File: src/stbs_pkg.sv
// ----------------------------------------------------------------------------
// Sorted table binary search: shared definitions
// Table geometry, field widths, request codes and the microcode format of
// the search sequencer.
// ----------------------------------------------------------------------------
`default_nettype none

package stbs_pkg;

  // Table geometry.
  localparam int unsigned TABLE_DEPTH = 1024;
  localparam int unsigned TBL_AW      = (TABLE_DEPTH > 1) ? $clog2(TABLE_DEPTH) : 1;

  // Request and response field widths.
  localparam int unsigned CMD_W     = 1;
  localparam int unsigned ENT_IDX_W = 10;
  localparam int unsigned WORD_W    = 32;
  localparam int unsigned RSTART_W  = 10;
  localparam int unsigned REND_W    = 11;

  // Search bounds are signed and must hold -1, the table depth itself and
  // any range_start or range_end a request can carry.
  localparam int unsigned BND_W = ((TBL_AW + 2) > REND_W) ? (TBL_AW + 2) : REND_W;

  typedef logic        [TBL_AW-1:0] tbl_addr_t;
  typedef logic signed [BND_W-1:0]  bound_t;
  typedef logic signed [WORD_W-1:0] word_t;

  // Request command codes.
  localparam logic [CMD_W-1:0] CMD_WRITE  = 1'b0;
  localparam logic [CMD_W-1:0] CMD_SEARCH = 1'b1;

  // Sequencer step addresses.
  typedef logic [1:0] step_t;
  localparam step_t STEP_IDLE  = 2'd0;
  localparam step_t STEP_START = 2'd1;
  localparam step_t STEP_PROBE = 2'd2;
  localparam step_t STEP_DONE  = 2'd3;

  // Datapath operation selected by a control word.
  typedef enum logic [1:0] {
    DP_NOP,
    DP_START,
    DP_PROBE
  } dp_op_e;

  // Branch condition of a control word.
  typedef enum logic [1:0] {
    COND_NEVER,
    COND_SEARCH_ACC,
    COND_MORE,
    COND_RSP_TAKEN
  } cond_e;

  typedef struct packed {
    logic   in_rdy;
    logic   out_vld;
    dp_op_e dp_op;
    cond_e  cond;
    step_t  jump_tgt;
    step_t  seq_next;
  } ctrl_t;

  typedef struct packed {
    logic search_acc;
    logic rsp_taken;
    logic more;
  } status_t;

  // Microcode store: one control word per step.
  function automatic ctrl_t ucode_rom(step_t step);
    ctrl_t cw;
    cw = '{in_rdy: 1'b0, out_vld: 1'b0, dp_op: DP_NOP, cond: COND_NEVER,
           jump_tgt: STEP_IDLE, seq_next: STEP_IDLE};
    case (step)
      STEP_IDLE: begin
        cw.in_rdy   = 1'b1;
        cw.cond     = COND_SEARCH_ACC;
        cw.jump_tgt = STEP_START;
        cw.seq_next = STEP_IDLE;
      end
      STEP_START: begin
        cw.dp_op    = DP_START;
        cw.cond     = COND_MORE;
        cw.jump_tgt = STEP_PROBE;
        cw.seq_next = STEP_DONE;
      end
      STEP_PROBE: begin
        cw.dp_op    = DP_PROBE;
        cw.cond     = COND_MORE;
        cw.jump_tgt = STEP_PROBE;
        cw.seq_next = STEP_DONE;
      end
      STEP_DONE: begin
        cw.out_vld  = 1'b1;
        cw.cond     = COND_RSP_TAKEN;
        cw.jump_tgt = STEP_IDLE;
        cw.seq_next = STEP_DONE;
      end
      default: begin
        cw.seq_next = STEP_IDLE;
      end
    endcase
    return cw;
  endfunction

endpackage

`default_nettype wire

File: src/stbs_seq.sv
// ----------------------------------------------------------------------------
// Sorted table binary search: microcode sequencer
// Step counter over the control store, with one conditional jump per step.
// ----------------------------------------------------------------------------
`default_nettype none

module stbs_seq (
  input  logic              clk_i,
  input  logic              rst_ni,
  input  stbs_pkg::status_t status_i,
  output stbs_pkg::ctrl_t   ctrl_o
);
  import stbs_pkg::*;

  step_t step_q;
  step_t step_d;
  ctrl_t cw;
  logic  take_jump;

  assign cw     = ucode_rom(step_q);
  assign ctrl_o = cw;

  always_comb begin
    case (cw.cond)
      COND_SEARCH_ACC: take_jump = status_i.search_acc;
      COND_MORE:       take_jump = status_i.more;
      COND_RSP_TAKEN:  take_jump = status_i.rsp_taken;
      default:         take_jump = 1'b0;
    endcase
    step_d = take_jump ? cw.jump_tgt : cw.seq_next;
  end

  always_ff @(posedge clk_i or negedge rst_ni) begin
    if (!rst_ni) begin
      step_q <= STEP_IDLE;
    end else begin
      step_q <= step_d;
    end
  end

endmodule

`default_nettype wire

File: config.mk
export PLATFORM = sky130hd
export DESIGN_NAME = stbs_seq
export DESIGN_NICKNAME = d
export VERILOG_FILES = /design/src/stbs_pkg.sv /design/src/stbs_seq.sv
export SDC_FILE = /design/constraint.sdc
export NUM_CORES = 1
export LEC_CHECK = 0
export BUFFER_PORTS_ARGS = -buffer_cell sky130_fd_sc_hd__buf_2
export CORE_AREA = 2 2 39 41
export DETAILED_ROUTE_END_ITERATION = 10
export DIE_AREA = 0 0 41 43
export SYNTH_ARGS = -nofsm -noshare
export SYNTH_HDL_FRONTEND = slang
export SYNTH_SLANG_ARGS = --single-unit
File: constraint.sdc
create_clock -name clk_i -period 1.65 [get_ports clk_i]
set_clock_uncertainty 0.15 [all_clocks]
set_input_delay 0.4125 -clock clk_i [delete_from_list [all_inputs] [get_ports clk_i]]
set_output_delay 0.4125 -clock clk_i [all_outputs]
set_load 0.03 [all_outputs]
## Yosys cells after proc, flatten, opt, wreduce, memory -nomap -nowiden

Index checks and enable logic that the tools add are counted.

| storage, ports and cells | value |
|---|---|
| bits in registers | 2 |
| input port bits | 5 |
| output and inout bits | 10 |
| logic and storage cells | 15 |

| operators by class | value |
|---|---|
| eq/ne operators | 6 |
| multiplexer cells | 6 |
| reductions and logical operators | 2 |

Operator list:

| operator | count |
|---|---|
| $pmux W6 S3 | 1 |
| $eq A2 B2 Y1 const B | 4 |
| $eq A2 B1 Y1 const B | 2 |
| $pmux W2 S2 | 1 |
| $pmux W1 S3 | 1 |
| $logic_not A2 Y1 | 1 |
| $mux W1 | 2 |
| $mux W2 | 1 |
| $reduce_or A2 Y1 | 1 |

## Logic depth before layout (Yosys ltp)

| logic depth | value |
|---|---|
| depth after elaboration | 6 |
| mapped depth | 4 |

## Worst setup path before layout

OpenSTA, ideal clock, no wires.

| timing path | value |
|---|---|
| kind | register -> output |
| start | register step_q[0] |
| end | output port ctrl_o[1] (netlist bit) |
| arrival time | 1.393 ns |
| data required time | 1.087 ns |
| path slack | -0.306 ns |
| stages on the path, launching flop included | 5 |
| path buffers | 1 |
| cell sequence | dfrtp_1 inv_1 ha_1 inv_1 buf_4 |

RTL lines:

| what | line | source |
|---|---|---|
| start: declaration | stbs_seq.sv:15 | `step_t step_q;` |
| start signal: assignment | stbs_seq.sv:37 | `step_q <= step_d;` |
| end: declaration | stbs_seq.sv:11 | `output stbs_pkg::ctrl_t ctrl_o` |

==> results.toml <==
[timing]
post-route-period-util_pct = 104
maxSlewHeadroom_pct = 89.8
fmax_ghz = 0.582
slew_violations = 0
finalHoldViolations = 0
worst_pin_slew_ns = 0.154
rsz0062_at_grt = "true"
min_period_ns = 1.72
setup_viol_count_final = 7
layout_setup_ws_ns = -0.0682

[global_routing]
grt_usage_pct = 7.31
grt_pass1_vias = 209
met2_usage_pct = 9.38
overflow = 0
grt_pass1_wl_um = 752
met1_usage_pct = 7.03
grt_use_met3_pct = 3.14
grt_max_degree = 7
busiest_layer = "met4"
antenna_found_initial = 0

[floorplan]
die_w_um = 41
start_util_pct = 14.6
core-area_sq_um = 1380
die_y_um = 43
io_pins = 15
num_rows = 14
die_area_sq_um = 1760

[flow_run]
max_cap_violations = 0

[logic_synthesis]
yosysWarnings = 0
netlist_instances = 20
syn_area_per_cell_sq_um = 10.1
ys_types = 8
synth_seq_cells = 2
seq_area_frac_synth_pct = 24.7
mappedNetlistNets = 31
synth.cell_area_sq_um = 203

[clock_tree]
cts_buffers = 3
clockBufferDepth = 2
clk_latency_ns = 0.22
htree_levels = 1
clkSinkCount = 2
clk_pin_slew_ns = 0.03
cts_tree = "built"
clock_tree.root_cell = "clkbuf_4"

[worst_setup_path]
crit_chain = "inv_2 > ha_4 > clkinvlp_4 > buf_2"
cpMaxStageDelayCell = "dfrtp_1"
endpoint_kind = "primary output"
start_kind = "flop"
crit_family = "flip-flops"
r2r_setup_slack_ns = 0.12
r2r_end = "step_q[0]"
arrival_ns = 1.16
crit_buf_inv = 3
worstPathMaxFanout = 5
r2r_cells = 4
worstSetupPathType = "reg2out"
cp.required_ns = 1.09
slowest_delay_ns = 0.37
timing.rr.start = "step_q[0]"

[routing]
viasPerCell = 3.59
ant_nets = 0
drtPass1Iterations = 1
drc = 0
vias = 201
drtIter0Drc = 0
routedWlPerCell_um = 9.20
wirelength_um = 515

[place]
dp_hpwl_um = 378
port_buffers = 14
globalplace.congestion = 0.629
placed_cells = 49

[run_status]
violations = "negative setup slack"
status = "finished with violations"

[finish]
regMostFlops = "step_q"
layout-drive-gt1-share_pct = 72.5
fin_cells = 56
synthToLayoutAreaGrowth_pct = 97.5
reg_top3 = "step_q (2)"
largest_register_ff_count = 2
final_nets = 53
diodes = 0

[worst_hold_path]
hold_path.class = "in2async"
==> cells in the mapped netlist <==
library cell  number  area [sq um]
dfrtp_1            2          50.1
a21oi_1            2          10.0
buf_4              3          22.5
ha_1               6          75.1
inv_1              4          15.0
mux2_4             1          15.0
nor2b_1            1          6.26
a22o_1             1          8.76
==> cell families after synthesis <==
kind of cell | synth area share (%)
adder cells (fa/ha/maj) | 37.0
buffers and inverters | 18.5
AND/OR/NAND/NOR | 3.09
multiplexers | 7.41
flip-flops | 24.7
AO/OA/AOI/OAI | 9.26
==> per-layer routing <==
metal / share of wire, % / up-vias
li1: - / 99
met1: 40 / 90
met2: 52 / 12
met3: 8.5 / 0
met4: 0 / 0
met5: 0 / -
==> worst register-to-register path, delay by kind of cell, from the launching register on <==
| kind | cells | cell delay, ns |
|---|---|---|
| DFF | 1 | 0.38 |
| buffers and inverters | 1 | 0.15 |
| AOI/OAI and AO/OA | 1 | 0.24 |
| adders and majority gates | 1 | 0.19 |
| muxes | 1 | 0.30 |
==> layout make-up <==
cell class / count / area (sq um)
well taps: 16 / 20.0
clock buffers: 3 / 22.5
inverters: 4 / 18.8
multi-input cells: 11 / 140
flip-flops and latches: 2 / 50.0
fillers: 154 / 983
repair buffers: 20 / 149
==> per-stage QoR <==
step                      utilization (%)  setup slack (ns)  instance area (sq um)  hold slack (ns)  setup TNS, ns
final                                28.9           -0.0682                    400            0.366         -0.291
after global placement               21.8            0.0916                    302           0.0497              0
after global routing                 28.9            -0.109                    400            0.383         -0.606
after floorplan                         -           -0.0535                    226          -0.0331         -0.120
after detailed placement             21.8            0.0622                    302           0.0542              0
after CTS                            27.3           -0.0869                    378            0.362         -0.412
==> placed cells by master (no fill, tap or decap), drive strengths merged <==
cell type / count
mux2: 1
clkinvlp: 1
a21oi: 2
dfrtp: 2
a22o: 1
ha: 6
inv: 3
dlygate4sd3: 1
nor2b: 1
clkbuf: 3
buf: 19
==> how the worst max path moves through the flow <==
stage              start   endpoint  slack, ns  cells after the start
2_1_floorplan  step_q[1]  ctrl_o[1]      -0.05                      4
3_3_place_gp   step_q[0]  ctrl_o[4]       0.09                      4
3_5_place_dp   step_q[0]  ctrl_o[4]       0.06                      4
4_1_cts        step_q[0]  ctrl_o[5]      -0.09                      4
5_1_grt        step_q[1]  ctrl_o[1]      -0.11                      4
6_report       step_q[1]  ctrl_o[5]      -0.07                      4
==> timing repair <==
item | in CTS | in global routing
pin swaps | 0 | 1
resized for setup | 11 | 0
hold buffers | 1 | 0
setup endpoints to repair | 10 | 10
buffers inserted | 0 | 3
endpoints found under the hold margin | 2 | 0
Power is not shown: default switching activity piles up to over one toggle a cycle in this logic, so the estimate is an artifact.
